==> config.mk <==
export PLATFORM = sky130hd
export DESIGN_NAME = wildcard_glob_matcher_top
export DESIGN_NICKNAME = d
export VERILOG_FILES = /design/src/hw/rtl/wgm_pkg.sv /design/src/hw/rtl/wildcard_glob_matcher_top.sv /design/src/hw/rtl/wgm_closure.sv /design/src/hw/rtl/wgm_ctrl.sv /design/src/hw/rtl/wgm_datapath.sv
export VERILOG_INCLUDE_DIRS = /design/src /design/src/hw/rtl
export SDC_FILE = /design/constraint.sdc
export NUM_CORES = 2
export LEC_CHECK = 0
export ABC_CLOCK_PERIOD_IN_PS = 4300
export BUFFER_PORTS_ARGS = -buffer_cell sky130_fd_sc_hd__buf_4
export CAP_MARGIN = 20
export CORE_MARGIN = 2
export CORE_UTILIZATION = 50
export CTS_CLUSTER_DIAMETER = 40
export CTS_CLUSTER_SIZE = 28
export DETAILED_ROUTE_END_ITERATION = 6
export GPL_TIMING_DRIVEN = 0
export PLACE_DENSITY = 0.65
export SYNTH_ARGS = -nofsm -noshare
export SYNTH_HDL_FRONTEND = slang
export SYNTH_SLANG_ARGS = --single-unit
export TNS_END_PERCENT = 1
==> constraint.sdc <==
create_clock -name clk -period 4.3 [get_ports clk]
set_input_delay 0.215 -clock clk [delete_from_list [all_inputs] [get_ports clk]]
set_output_delay 0.215 -clock clk [all_outputs]
set_load 0.02 [all_outputs]
==> src/hw/rtl/wildcard_glob_matcher_top_macros.svh <==
// Assertion macros for the wildcard matcher.
// Used by the top level only; no other dependencies.
`ifndef WILDCARD_GLOB_MATCHER_TOP_MACROS_SVH
`define WILDCARD_GLOB_MATCHER_TOP_MACROS_SVH

// Same-cycle implication, disabled during reset.
`define WGM_ASSERT_NOW(label, clk, rst_n, ante, cons, msg) \
  label: assert property (@(posedge clk) disable iff (!rst_n) (ante) |-> (cons)) \
    else $error(msg);

// Next-cycle implication, disabled during reset.
`define WGM_ASSERT_NEXT(label, clk, rst_n, ante, cons, msg) \
  label: assert property (@(posedge clk) disable iff (!rst_n) (ante) |=> (cons)) \
    else $error(msg);

`endif

==> src/hw/rtl/wgm_pkg.sv <==
// Shared types, codes and helpers for the wildcard matcher.
// No dependencies.
package wgm_pkg;

  localparam int PATTERN_MAX_DEF = 64;
  localparam int VALUE_MAX_DEF   = 32768;

  localparam logic [1:0] REQ_PATTERN = 2'd0;
  localparam logic [1:0] REQ_VALUE   = 2'd1;
  localparam logic [1:0] REQ_END     = 2'd2;

  localparam logic [1:0] ST_OK       = 2'd0;
  localparam logic [1:0] ST_PAT_LONG = 2'd1;
  localparam logic [1:0] ST_VAL_LONG = 2'd2;

  localparam logic [15:0] CH_STAR     = 16'h002A;
  localparam logic [15:0] CH_QUESTION = 16'h003F;

  // controller -> datapath
  typedef struct packed {
    logic capture;  // latch the incoming beat
    logic close;    // register the star closure
    logic apply;    // commit the update / emit the result
  } cmd_t;

  // datapath -> controller
  typedef struct packed {
    logic needs_close;  // incoming beat reads the closure
  } dp_status_t;

  // ASCII-only case folding
  function automatic logic [15:0] fold_case(input logic [15:0] c);
    if (c >= 16'h0041 && c <= 16'h005A) begin
      return c + 16'h0020;
    end
    return c;
  endfunction

endpackage

==> src/hw/rtl/wildcard_glob_matcher_top.sv <==
// Case-insensitive '*'/'?' wildcard matcher, top level.
// Beats do not overlap: a pattern beat (or an unused code) runs capture and apply,
//   a value or end beat capture, closure register and apply, with busy held meanwhile.
// The result strobe is registered at the apply step of the end beat; the
//   receiver cannot stall, so out_valid is high for exactly one cycle.
// Reset (synchronous, rst_n low): empty pattern, match vector at its initial column.
//
// The pattern is held in per-position registers, one compare cell each. Every value
// character first registers the star closure of the match vector (a log-depth prefix
// scan), then all cells update in parallel from it. An end beat reads the closure at
// the pattern length and reports it with a status; overflow of either the pattern or
// the value forces a miss, pattern overflow taking precedence.
`include "wildcard_glob_matcher_top_macros.svh"

module wildcard_glob_matcher_top #(
  parameter int PATTERN_MAX = wgm_pkg::PATTERN_MAX_DEF,
  parameter int VALUE_MAX   = wgm_pkg::VALUE_MAX_DEF
) (
  input  logic        clk,
  input  logic        rst_n,
  // input beat: accepted when start && !busy
  input  logic        start,
  output logic        busy,
  input  logic [1:0]  in_req_type,
  input  logic [15:0] in_char_code,
  input  logic        in_pattern_first,
  // result beat: one-cycle strobe
  output logic        out_valid,
  output logic        out_matched,
  output logic [1:0]  out_status
);

  wgm_pkg::cmd_t       cmd;
  wgm_pkg::dp_status_t st;

  // sequencer
  wgm_ctrl u_ctrl (
    .clk   (clk),
    .rst_n (rst_n),
    .start (start),
    .st    (st),
    .busy  (busy),
    .cmd   (cmd)
  );

  // storage, cells and result registers
  wgm_datapath #(
    .PATTERN_MAX (PATTERN_MAX),
    .VALUE_MAX   (VALUE_MAX)
  ) u_dp (
    .clk              (clk),
    .rst_n            (rst_n),
    .cmd              (cmd),
    .st               (st),
    .in_req_type      (in_req_type),
    .in_char_code     (in_char_code),
    .in_pattern_first (in_pattern_first),
    .out_valid        (out_valid),
    .out_matched      (out_matched),
    .out_status       (out_status)
  );

  // result only shows once the sequencer is back in idle
  `WGM_ASSERT_NOW(a_result_idle, clk, rst_n, out_valid, !busy, "result while busy")
  // an accepted beat always occupies the sequencer
  `WGM_ASSERT_NEXT(a_accept_busy, clk, rst_n, start && !busy, busy, "accept without busy")
  // the strobe is never held high
  `WGM_ASSERT_NEXT(a_strobe_once, clk, rst_n, out_valid, !out_valid, "strobe held")
  // any overflow status carries a miss
  `WGM_ASSERT_NOW(a_ovf_miss, clk, rst_n, out_valid && out_status != wgm_pkg::ST_OK,
                  !out_matched, "match with overflow status")

endmodule

==> src/hw/rtl/wgm_closure.sv <==
// Star closure of the match vector as a parallel prefix scan.
// Depends on nothing but its parameter.
module wgm_closure #(
  parameter int N = 64
) (
  input  logic [N:0]   mv,
  input  logic [N-1:0] star,
  output logic [N:0]   eff
);

  localparam int NP = N + 1;
  localparam int LV = $clog2(NP);

  logic [NP-1:0] g [0:LV];
  logic [NP-1:0] p [0:LV];

  // eff[j] = mv[j] | (star[j-1] & eff[j-1]), solved in log levels
  always_comb begin
    g[0] = mv;
    p[0] = {star, 1'b0};
    for (int l = 0; l < LV; l++) begin
      for (int j = 0; j < NP; j++) begin
        if (j >= (1 << l)) begin
          g[l+1][j] = g[l][j] | (p[l][j] & g[l][j-(1<<l)]);
          p[l+1][j] = p[l][j] & p[l][j-(1<<l)];
        end else begin
          g[l+1][j] = g[l][j];
          p[l+1][j] = p[l][j];
        end
      end
    end
  end

  assign eff = g[LV];

endmodule

==> src/hw/rtl/wgm_ctrl.sv <==
// Sequencer for the wildcard matcher: idle, closure and apply steps.
// Depends on wgm_pkg.
module wgm_ctrl (
  input  logic                clk,
  input  logic                rst_n,
  input  logic                start,
  input  wgm_pkg::dp_status_t st,
  output logic                busy,
  output wgm_pkg::cmd_t       cmd
);

  localparam logic [1:0] S_IDLE  = 2'd0;
  localparam logic [1:0] S_CLOSE = 2'd1;
  localparam logic [1:0] S_APPLY = 2'd2;

  logic [1:0] state_r, state_nxt;

  always_comb begin
    state_nxt = state_r;
    unique case (state_r)
      S_IDLE: begin
        if (start) begin
          state_nxt = st.needs_close ? S_CLOSE : S_APPLY;
        end
      end
      S_CLOSE: state_nxt = S_APPLY;
      S_APPLY: state_nxt = S_IDLE;
      default: state_nxt = S_IDLE;
    endcase
  end

  always_ff @(posedge clk) begin
    if (!rst_n) begin
      state_r <= S_IDLE;
    end else begin
      state_r <= state_nxt;
    end
  end

  assign busy        = (state_r != S_IDLE);
  assign cmd.capture = start && (state_r == S_IDLE);
  assign cmd.close   = (state_r == S_CLOSE);
  assign cmd.apply   = (state_r == S_APPLY);

endmodule

==> src/hw/rtl/wgm_datapath.sv <==
// Pattern store, match vector, counters and result registers.
// Depends on wgm_pkg and wgm_closure.
module wgm_datapath #(
  parameter int PATTERN_MAX = wgm_pkg::PATTERN_MAX_DEF,
  parameter int VALUE_MAX   = wgm_pkg::VALUE_MAX_DEF
) (
  input  logic                clk,
  input  logic                rst_n,
  input  wgm_pkg::cmd_t       cmd,
  output wgm_pkg::dp_status_t st,
  input  logic [1:0]          in_req_type,
  input  logic [15:0]         in_char_code,
  input  logic                in_pattern_first,
  output logic                out_valid,
  output logic                out_matched,
  output logic [1:0]          out_status
);

  localparam int LEN_W  = $clog2(PATTERN_MAX + 1);
  localparam int IDX_W  = (PATTERN_MAX > 1) ? $clog2(PATTERN_MAX) : 1;
  localparam int VCNT_W = $clog2(VALUE_MAX + 1);
  localparam logic [PATTERN_MAX:0] MV_INIT = (PATTERN_MAX + 1)'(1);

  // latched beat
  logic [1:0]  req_r;
  logic [15:0] chr_r;
  logic        first_r;

  logic [15:0]          pstore_r [PATTERN_MAX];
  logic [LEN_W-1:0]     plen_r, plen_nxt;
  logic                 povf_r, povf_nxt;
  logic [PATTERN_MAX:0] mv_r, mv_nxt;
  logic [VCNT_W-1:0]    vcnt_r, vcnt_nxt;
  logic                 vovf_r, vovf_nxt;
  logic [PATTERN_MAX:0] eff_r, eff_w;
  logic                 oval_r, oval_nxt;
  logic                 omat_r, omat_nxt;
  logic [1:0]           ost_r, ost_nxt;

  logic [PATTERN_MAX-1:0] star;
  logic [PATTERN_MAX:0]   mv_upd;
  logic                   wr_en;
  logic [IDX_W-1:0]       wr_idx;
  logic [LEN_W-1:0]       base_len;
  logic [PATTERN_MAX:0]   base_mv;

  assign st.needs_close = (in_req_type == wgm_pkg::REQ_VALUE) ||
                          (in_req_type == wgm_pkg::REQ_END);

  always_comb begin
    for (int i = 0; i < PATTERN_MAX; i++) begin
      star[i] = (pstore_r[i] == wgm_pkg::CH_STAR);
    end
  end

  wgm_closure #(.N(PATTERN_MAX)) u_closure (
    .mv   (mv_r),
    .star (star),
    .eff  (eff_w)
  );

  // one cell per pattern position
  always_comb begin
    mv_upd[0] = 1'b0;
    for (int j = 1; j <= PATTERN_MAX; j++) begin
      if (j <= int'(plen_r)) begin
        if (pstore_r[j-1] == wgm_pkg::CH_STAR) begin
          mv_upd[j] = eff_r[j];
        end else if (pstore_r[j-1] == wgm_pkg::CH_QUESTION || pstore_r[j-1] == chr_r) begin
          mv_upd[j] = eff_r[j-1];
        end else begin
          mv_upd[j] = 1'b0;
        end
      end else begin
        mv_upd[j] = mv_r[j];
      end
    end
  end

  always_comb begin
    plen_nxt = plen_r;
    povf_nxt = povf_r;
    mv_nxt   = mv_r;
    vcnt_nxt = vcnt_r;
    vovf_nxt = vovf_r;
    wr_en    = 1'b0;
    wr_idx   = '0;
    oval_nxt = 1'b0;
    omat_nxt = omat_r;
    ost_nxt  = ost_r;
    base_len = first_r ? '0 : plen_r;
    base_mv  = first_r ? MV_INIT : mv_r;
    if (cmd.apply) begin
      unique case (req_r)
        wgm_pkg::REQ_PATTERN: begin
          if (first_r) begin
            povf_nxt = 1'b0;
            vcnt_nxt = '0;
            vovf_nxt = 1'b0;
          end
          mv_nxt = base_mv;
          if (int'(base_len) < PATTERN_MAX) begin
            wr_en  = 1'b1;
            wr_idx = base_len[IDX_W-1:0];
            for (int j = 1; j <= PATTERN_MAX; j++) begin
              if (j == int'(base_len) + 1) begin
                mv_nxt[j] = 1'b0;
              end
            end
            plen_nxt = base_len + 1'b1;
          end else begin
            plen_nxt = base_len;
            povf_nxt = 1'b1;
          end
        end
        wgm_pkg::REQ_VALUE: begin
          if (int'(vcnt_r) >= VALUE_MAX) begin
            vovf_nxt = 1'b1;
          end else begin
            vcnt_nxt = vcnt_r + 1'b1;
            mv_nxt   = mv_upd;
          end
        end
        wgm_pkg::REQ_END: begin
          oval_nxt = 1'b1;
          if (povf_r) begin
            omat_nxt = 1'b0;
            ost_nxt  = wgm_pkg::ST_PAT_LONG;
          end else if (vovf_r) begin
            omat_nxt = 1'b0;
            ost_nxt  = wgm_pkg::ST_VAL_LONG;
          end else begin
            omat_nxt = eff_r[plen_r];
            ost_nxt  = wgm_pkg::ST_OK;
          end
          mv_nxt   = MV_INIT;
          vcnt_nxt = '0;
          vovf_nxt = 1'b0;
        end
        default: ;  // unused request code
      endcase
    end
  end

  always_ff @(posedge clk) begin
    if (!rst_n) begin
      plen_r <= '0;
      povf_r <= 1'b0;
      mv_r   <= MV_INIT;
      vcnt_r <= '0;
      vovf_r <= 1'b0;
      oval_r <= 1'b0;
    end else begin
      plen_r <= plen_nxt;
      povf_r <= povf_nxt;
      mv_r   <= mv_nxt;
      vcnt_r <= vcnt_nxt;
      vovf_r <= vovf_nxt;
      oval_r <= oval_nxt;
    end
  end

  always_ff @(posedge clk) begin
    if (cmd.capture) begin
      req_r   <= in_req_type;
      chr_r   <= wgm_pkg::fold_case(in_char_code);
      first_r <= in_pattern_first;
    end
    if (cmd.close) begin
      eff_r <= eff_w;
    end
    if (wr_en) begin
      pstore_r[wr_idx] <= chr_r;
    end
    omat_r <= omat_nxt;
    ost_r  <= ost_nxt;
  end

  assign out_valid   = oval_r;
  assign out_matched = omat_r;
  assign out_status  = ost_r;

endmodule

; Word-level counts from Yosys, hierarchy flattened
; Memory sizes are Yosys's and may differ from the RTL's.
; Cells that the tools add are included.
[op_classes]
add_sub_neg = 4
bitwise_logic = 920
mux = 288
reduce_logical = 142
eq_ne = 331
magnitude_cmp = 69
[op_table]
columns = cell, count
row1 = 16-bit by 6-bit equality test with 1-bit output (second input constant), 128
row2 = 16-bit equality test, 64
row3 = 7-bit by 32-bit equality test with 1-bit output (first input constant), 32
row4 = 1-bit AND, 592
row5 = 6-bit by 32-bit equality test with 1-bit output (first input constant), 16
row6 = 1-bit OR, 328
row7 = 1-bit two-way mux, 268
row8 = 4-bit AND reduction, 66
row9 = 5-bit by 32-bit equality test with 1-bit output (first input constant), 8
row10 = 6-bit by 7-bit <= comparator with 1-bit output (first input constant), 32
row11 = 65-bit case mux with 3 select lines, 1
row12 = 2-bit by 1-bit inequality test with 1-bit output (second input constant), 67
row13 = 65-bit two-way mux, 2
row14 = 4-bit by 32-bit equality test with 1-bit output (first input constant), 4
row15 = 5-bit by 7-bit <= comparator with 1-bit output (first input constant), 16
row16 = 1-bit logical OR, 65
row17 = 3-bit by 32-bit equality test with 1-bit output (first input constant), 2
row18 = 16-bit two-way mux, 4
row19 = 64-bit two-way mux, 1
row20 = 4-bit by 7-bit <= comparator with 1-bit output (first input constant), 8
row21 = 16-bit case mux with 3 select lines, 1
row22 = 2-bit by 32-bit equality test with 1-bit output (first input constant), 1
row23 = 8-bit by 32-bit equality test with 1-bit output (first input constant), 1
row24 = 3-bit by 7-bit <= comparator with 1-bit output (first input constant), 4
row25 = 28 further kinds, 43
[word_totals]
word_cells = 1832
ramBits = 1024
inputBits = 22
n_memories = 1
ff_bits = 180
out_inout_bits = 5
[mem_list]
columns = name, depth, width, rd, rd_clocked_by_memory_dff, write_ports, line_no
row1 = u_dp.pstore_r, 64, 16, 64, 0, 1, wgm_datapath.sv:29  ; logic [15:0] pstore_r [PATTERN_MAX];

; Depth between registers and ports, before layout
; An unclocked memory read counts as a cell.
[depth]
ltp_word = 15
ltp_mapped = 16
depth_no_buf = 13

; Cells and area by module
; Synthesis repeated with hierarchy kept, for this count alone.
[unflattened]
hier_cells = 4489
area_unflattened_um2 = 57829.2
[modules_own_cells]
columns = mod, area_per_inst_um2, cells_per_inst, n_inst
row1 = wgm_datapath, 55936.1, 4148, 1
row2 = wgm_closure, 1798.0, 331, 1
row3 = wgm_ctrl, 95.1, 10, 1

; Worst setup path after synthesis
; Ideal clock, no wire load.
[synth_path]
path_type = register to register
start = register u_dp.plen_r[1]
end = register u_dp.mv_r[56]
arrival_ps = 3706
synth_period_minus_slack_ps = 3821
required_time_ps = 4185
stages_incl_launch_ff = 15
path_slack_ps = 479
path_cell_list = dfxtp_1 clkbuf_1 clkbuf_1 clkbuf_1 nand2b_1 inv_1 ha_1 nand4b_1 ha_1 a31oi_1 nand2_1 nor3_1 a21oi_1 o31a_1 o21a_1
[synth_via]
elab_chain_len = 6
word_cells_on_any_way = 10
[synth_rtl]
columns = element, line_no
row1 = "start, declared", wgm_datapath.sv:30  ; logic [LEN_W-1:0] plen_r, plen_nxt;
row2 = "start signal, assigned", wgm_datapath.sv:154  ; plen_r <= plen_nxt;
row3 = 7-bit two-way mux, wgm_datapath.sv:91  ; base_len = first_r ? '0 : plen_r;
row4 = 7-bit by 1-bit adder with 8-bit output, wgm_datapath.sv:106  ; if (j == int'(base_len) + 1) begin
row5 = 7-bit by 32-bit equality test with 1-bit output, wgm_datapath.sv:106
row6 = 1-bit two-way mux, wgm_datapath.sv:106
row7 = 64-bit two-way mux, wgm_datapath.sv:102  ; if (int'(base_len) < PATTERN_MAX) begin
row8 = 65-bit case mux with 3 select lines, wgm_datapath.sv:94  ; unique case (req_r)
row9 = "end signal, assigned", wgm_datapath.sv:156  ; mv_r <= mv_nxt;
row10 = "end, declared", wgm_datapath.sv:32  ; logic [PATTERN_MAX:0] mv_r, mv_nxt;
; Several ways; a longest one is shown, not always the timed one.
; A chain may end at the register's enable or synchronous reset.

; Worst setup path in the final report
[layout_path]
start = register u_dp.chr_r[9]
end = register u_dp.mv_r[40]
[layout_via]
elab_chain_len = 7
[layout_rtl]
columns = element, line_no
row1 = "start, declared", wgm_datapath.sv:26  ; logic [15:0] chr_r;
row2 = "start signal, assigned", wgm_datapath.sv:166  ; chr_r <= wgm_pkg::fold_case(in_char_code);
row3 = 16-bit equality test, wgm_datapath.sv:69  ; end else if (pstore_r[j-1] == wgm_pkg::CH_QUESTION || pstore_r[j-1] == chr_r) begin
row4 = 1-bit logical OR, wgm_datapath.sv:69
row5 = 1-bit two-way mux, wgm_datapath.sv:69
row6 = 1-bit two-way mux, wgm_datapath.sv:67  ; if (pstore_r[j-1] == wgm_pkg::CH_STAR) begin
row7 = 1-bit two-way mux, wgm_datapath.sv:66  ; if (j <= int'(plen_r)) begin
row8 = 65-bit two-way mux, wgm_datapath.sv:117  ; if (int'(vcnt_r) >= VALUE_MAX) begin
row9 = 65-bit case mux with 3 select lines, wgm_datapath.sv:94
; No other way between the ends. The select of a mux whose other input is x is not followed.

==> metrics <==
Final Cycle Share=101.8%; largest net degree at the start of global routing=31; dominant synthesized flop cell=edfxtp_1; vias per cell=6.563; count of cell types in the netlist=80; Crit Reg-Reg Startpoint=u_dp.chr_r[9]; Ports=27; Routed Antenna Nets=0; Tot GR Track Use=38.61%; unrepaired setup endpoints after global routing=true; post-synthesis async set-or-reset flop share=0%; Crit Path Class=register to register; Max Clk Rate=228.4 MHz; FF+latch count, synth=1204; VDD IR max=0.5282 mV; Worst Setup SP=u_dp.chr_r[9]; Final WS setup=-0.07843 ns; Hold Crit Class=input port to register; Worst setup EP type=register; Reg area=35230 um2; M3 GR Usage=9.861%; # clock sinks=1204; status=complete, but fails checks; # nets final=5056; register-to-register setup slack=-0.08 ns; worst-margin pin slew=1.315 ns; CP Data Required Time=5.01 ns; initial antenna violation count=9; Initial DRT Pass Iterations=6; Root Buffer=clkbuf_16; Syn Nets=4629; placed cell areas=63770 um2; Final Hold Fails=0; DRC Markers=0; standard cell core area=114700 um2; yosys warns=0; global routing usage on met2=57.20%; Placed Cells=6335; CP Max Fanout=15; violated checks=negative setup slack; worst reg2reg path endpoint=u_dp.mv_r[40]; number of enable flip-flop cells after synthesis=1111; post-synthesis cell count=4593; slowest CP cell=edfxtp_1; Die W=344.6 um; leak pwr=23.09 nW; initial core utilization=50.60%; cell count of the worst reg-to-reg path=13; grt ovf=0; maximum clock path buffer count=3; area grow syn2layout=21.53%; CP max stage delay=0.66 ns; final design area excluding fillers=70500 um2; H-tree depth=4; TritonCTS clock tree=built; Post-Syn Area=58020 um2; Die Ht=344.6 um; Post-Layout Cell Count=6679; via count=43837; Syn Area/Cell=12.63 um2; CP arrival=5.09 ns; Max Cap Viol=0; Power Density=428.1 nW/um2; Worst setup SP type=register; clk_skew=0.03149 ns; area occupied by multi-input gates=22210 um2; TritonCTS Buffers=165; Rows=124; worst path cell trace=buf_16 -> buf_16 -> buf_16 -> clkbuf_2 -> buf_4 -> buf_8 -> xnor2_1 -> nand4_1 -> nor4_1 -> o21ai_0 -> o21ai_0 -> nand3_1 -> a21boi_0; Worst-path clk slew=0.05 ns; die area=118800 um2; Worst path most repeated cell=buf_16; routed wire length=230.1 mm; minimum clock period=4.378 ns; GP Congestion=1.068; drt initial violations=7011; post-synthesis sequential area ratio=60.71%; Clock Latency Late Sink=0.81 ns; first-pass GRT wire length=317.0 mm; number of global-route vias before repair=42184; dpl hpwl=167.7 mm; final slew viol count=0; layout cell share with drive strength beyond 1=14.74%; crit path to=u_dp.mv_r[40]; # setup viols final=3; met1 Use GR=51.95%; WL/cell=34.46 um; Slew HR=11.39%; Fillers=8889; input/output buffers=25; global route hottest layer=met2
[report_power, final]
group          total, mW  internal (mW)  switching, mW
combinational       2.53          0.844           1.68
clock               14.7           8.90           5.83
sequential          12.9           12.9         0.0628
total               30.2           22.6           7.57
[routing by layer]
metal	wire [um]	share of wire, %
met2	99900	43
met1	87890	38
met3	28240	12
met4	14070	6.1
met5	40	0.017
[kinds of logic after synthesis]
| logic type | synth area share (%) |
|---|---|
| AO/OA/AOI/OAI | 6.358 |
| multiplexers | 0.9209 |
| AND/OR/NAND/NOR | 14.42 |
| buffers and inverters | 1.557 |
| flip-flops | 60.71 |
| adder cells (fa/ha/maj) | 0.3019 |
| XOR/XNOR | 15.73 |
[final cells by class]
class,instances,share of cell area [%]
clock buffers,178,6.135
repair buffers,270,5.832
clock inverters,131,2.366
flip-flops and latches,1204,49.96
inverters,50,0.2680
multi-input cells,3151,31.51
plain buffers,178,1.228
well taps,1512,2.683
diodes,5,0.01775
[worst min-delay path by stage]
stage	startpoint	to	slack (ns)	depth (start not counted)
2_1_floorplan	in_char_code[0]	u_dp.chr_r[0]	0.31	0
3_3_place_gp	in_pattern_first	u_dp.first_r	0.40	1
3_5_place_dp	in_pattern_first	u_dp.first_r	0.40	1
4_1_cts	in_char_code[0]	u_dp.chr_r[0]	0.11	2
5_1_grt	in_char_code[2]	u_dp.chr_r[2]	0.16	2
6_report	in_char_code[4]	u_dp.chr_r[4]	0.17	2
[state kept, by name (all words and copies together), names as in the netlist, 2 cells and up]
register	flops
u_dp.pstore_r	1024
u_dp.plen_r	7
u_dp.chr_r	16
u_dp.eff_r	65
u_dp.vcnt_r	16
u_dp.req_r	2
u_dp.out_status	2
u_ctrl.state_r	2
u_dp.mv_r	65
[per-stage QoR]
step	power [mW]	utilization, %	worst slack (ns)	setup TNS [ns]	hold slack [ns]
final	30.18	61.49	-0.07843	-0.1311	0.1720
after global routing	30.76	61.48	-0.06593	-0.1212	0.1620
after floorplan	14.19	-	0.4791	0	0.3139
after CTS	30.16	61.37	-0.02382	-0.1979	0.1144
after detailed placement	15.57	55.62	-2.085	-818.38	0.3956
after global placement	15.22	52.41	-4.264	-1828.09	0.4023
[worst max-delay path: cells and delay by family, from the launching register on]
family | cells | cell delay (ns)
AOI/OAI and AO/OA | 3 | 0.95
DFF | 1 | 0.66
buffers and inverters | 6 | 1.88
xor gates and xnor gates | 1 | 0.14
and+or+nand+nor | 3 | 0.58
[cells in the final DEF, fill, tap and decap left out, types with 25 or more instances in the layout]
| cell type | Yosys | final |
|---|---|---|
| a21boi_0 | 44 | 44 |
| a21oi_1 | 149 | 148 |
| a31oi_1 | 27 | 25 |
| and2_1 | 41 | 41 |
| buf_16 | 0 | 69 |
| buf_4 | 0 | 89 |
| buf_6 | 0 | 33 |
| buf_8 | 0 | 54 |
| clkbuf_1 | 135 | 78 |
| clkbuf_16 | 0 | 171 |
| clkbuf_2 | 0 | 40 |
| dfxtp_1 | 93 | 91 |
| edfxtp_1 | 1111 | 1111 |
| inv_1 | 49 | 49 |
| inv_6 | 0 | 33 |
| nand2_1 | 214 | 210 |
| nand3_1 | 111 | 107 |
| nand4_1 | 217 | 217 |
| nor2_1 | 252 | 224 |
| nor2_2 | 0 | 26 |
| nor2b_1 | 36 | 34 |
| nor3_1 | 94 | 92 |
| nor3b_1 | 48 | 48 |
| nor4_1 | 252 | 237 |
| nor4_2 | 13 | 25 |
| nor4bb_1 | 46 | 46 |
| o21ai_0 | 177 | 170 |
| o31ai_1 | 27 | 26 |
| or3_1 | 27 | 27 |
| or4_1 | 34 | 34 |
| xnor2_1 | 408 | 407 |
| xor2_1 | 634 | 634 |
[repair_timing]
action / in CTS / in global routing
hold endpoints to repair: 77 / 0
pin swaps: 3 / 2
hold buffers: 22 / 0
setup buffers: 11 / 4
setup endpoints to repair: 1105 / 465
resized for setup: 111 / 34
[synthesized netlist by cell type (8+ instances only)]
cell type / instances / area share (%)
xnor2_1: 408 / 6.2
nor2_1: 252 / 1.6
a21o_1: 18 / 0.23
nor4_2: 13 / 0.28
nor2b_1: 36 / 0.39
dfxtp_1: 93 / 3.2
or4_1: 34 / 0.44
clkbuf_1: 135 / 0.87
mux4_2: 21 / 0.82
inv_1: 49 / 0.32
nand3b_1: 11 / 0.14
o21bai_1: 21 / 0.27
nand4_1: 217 / 2.3
a21boi_0: 44 / 0.57
a211o_1: 15 / 0.23
a31o_2: 8 / 0.12
a21oi_1: 149 / 1.3
a32oi_1: 13 / 0.20
a41oi_1: 8 / 0.12
or2_2: 13 / 0.14
nand3_1: 111 / 0.96
o21ai_0: 177 / 1.5
nor4_1: 252 / 2.7
nor3b_1: 48 / 0.62
nor4bb_1: 46 / 0.79
ha_1: 14 / 0.30
and3_1: 20 / 0.22
nor3_1: 94 / 0.81
o31a_1: 13 / 0.20
a31oi_1: 27 / 0.29
o21a_1: 12 / 0.16
nand2b_1: 15 / 0.16
or3_1: 27 / 0.29
and4_1: 23 / 0.35
and2_1: 41 / 0.44
buf_1: 46 / 0.30
edfxtp_1: 1111 / 58
o31ai_1: 27 / 0.35
nand2_1: 214 / 1.4
xor2_1: 634 / 9.6
(Power assumes the default switching activity.)
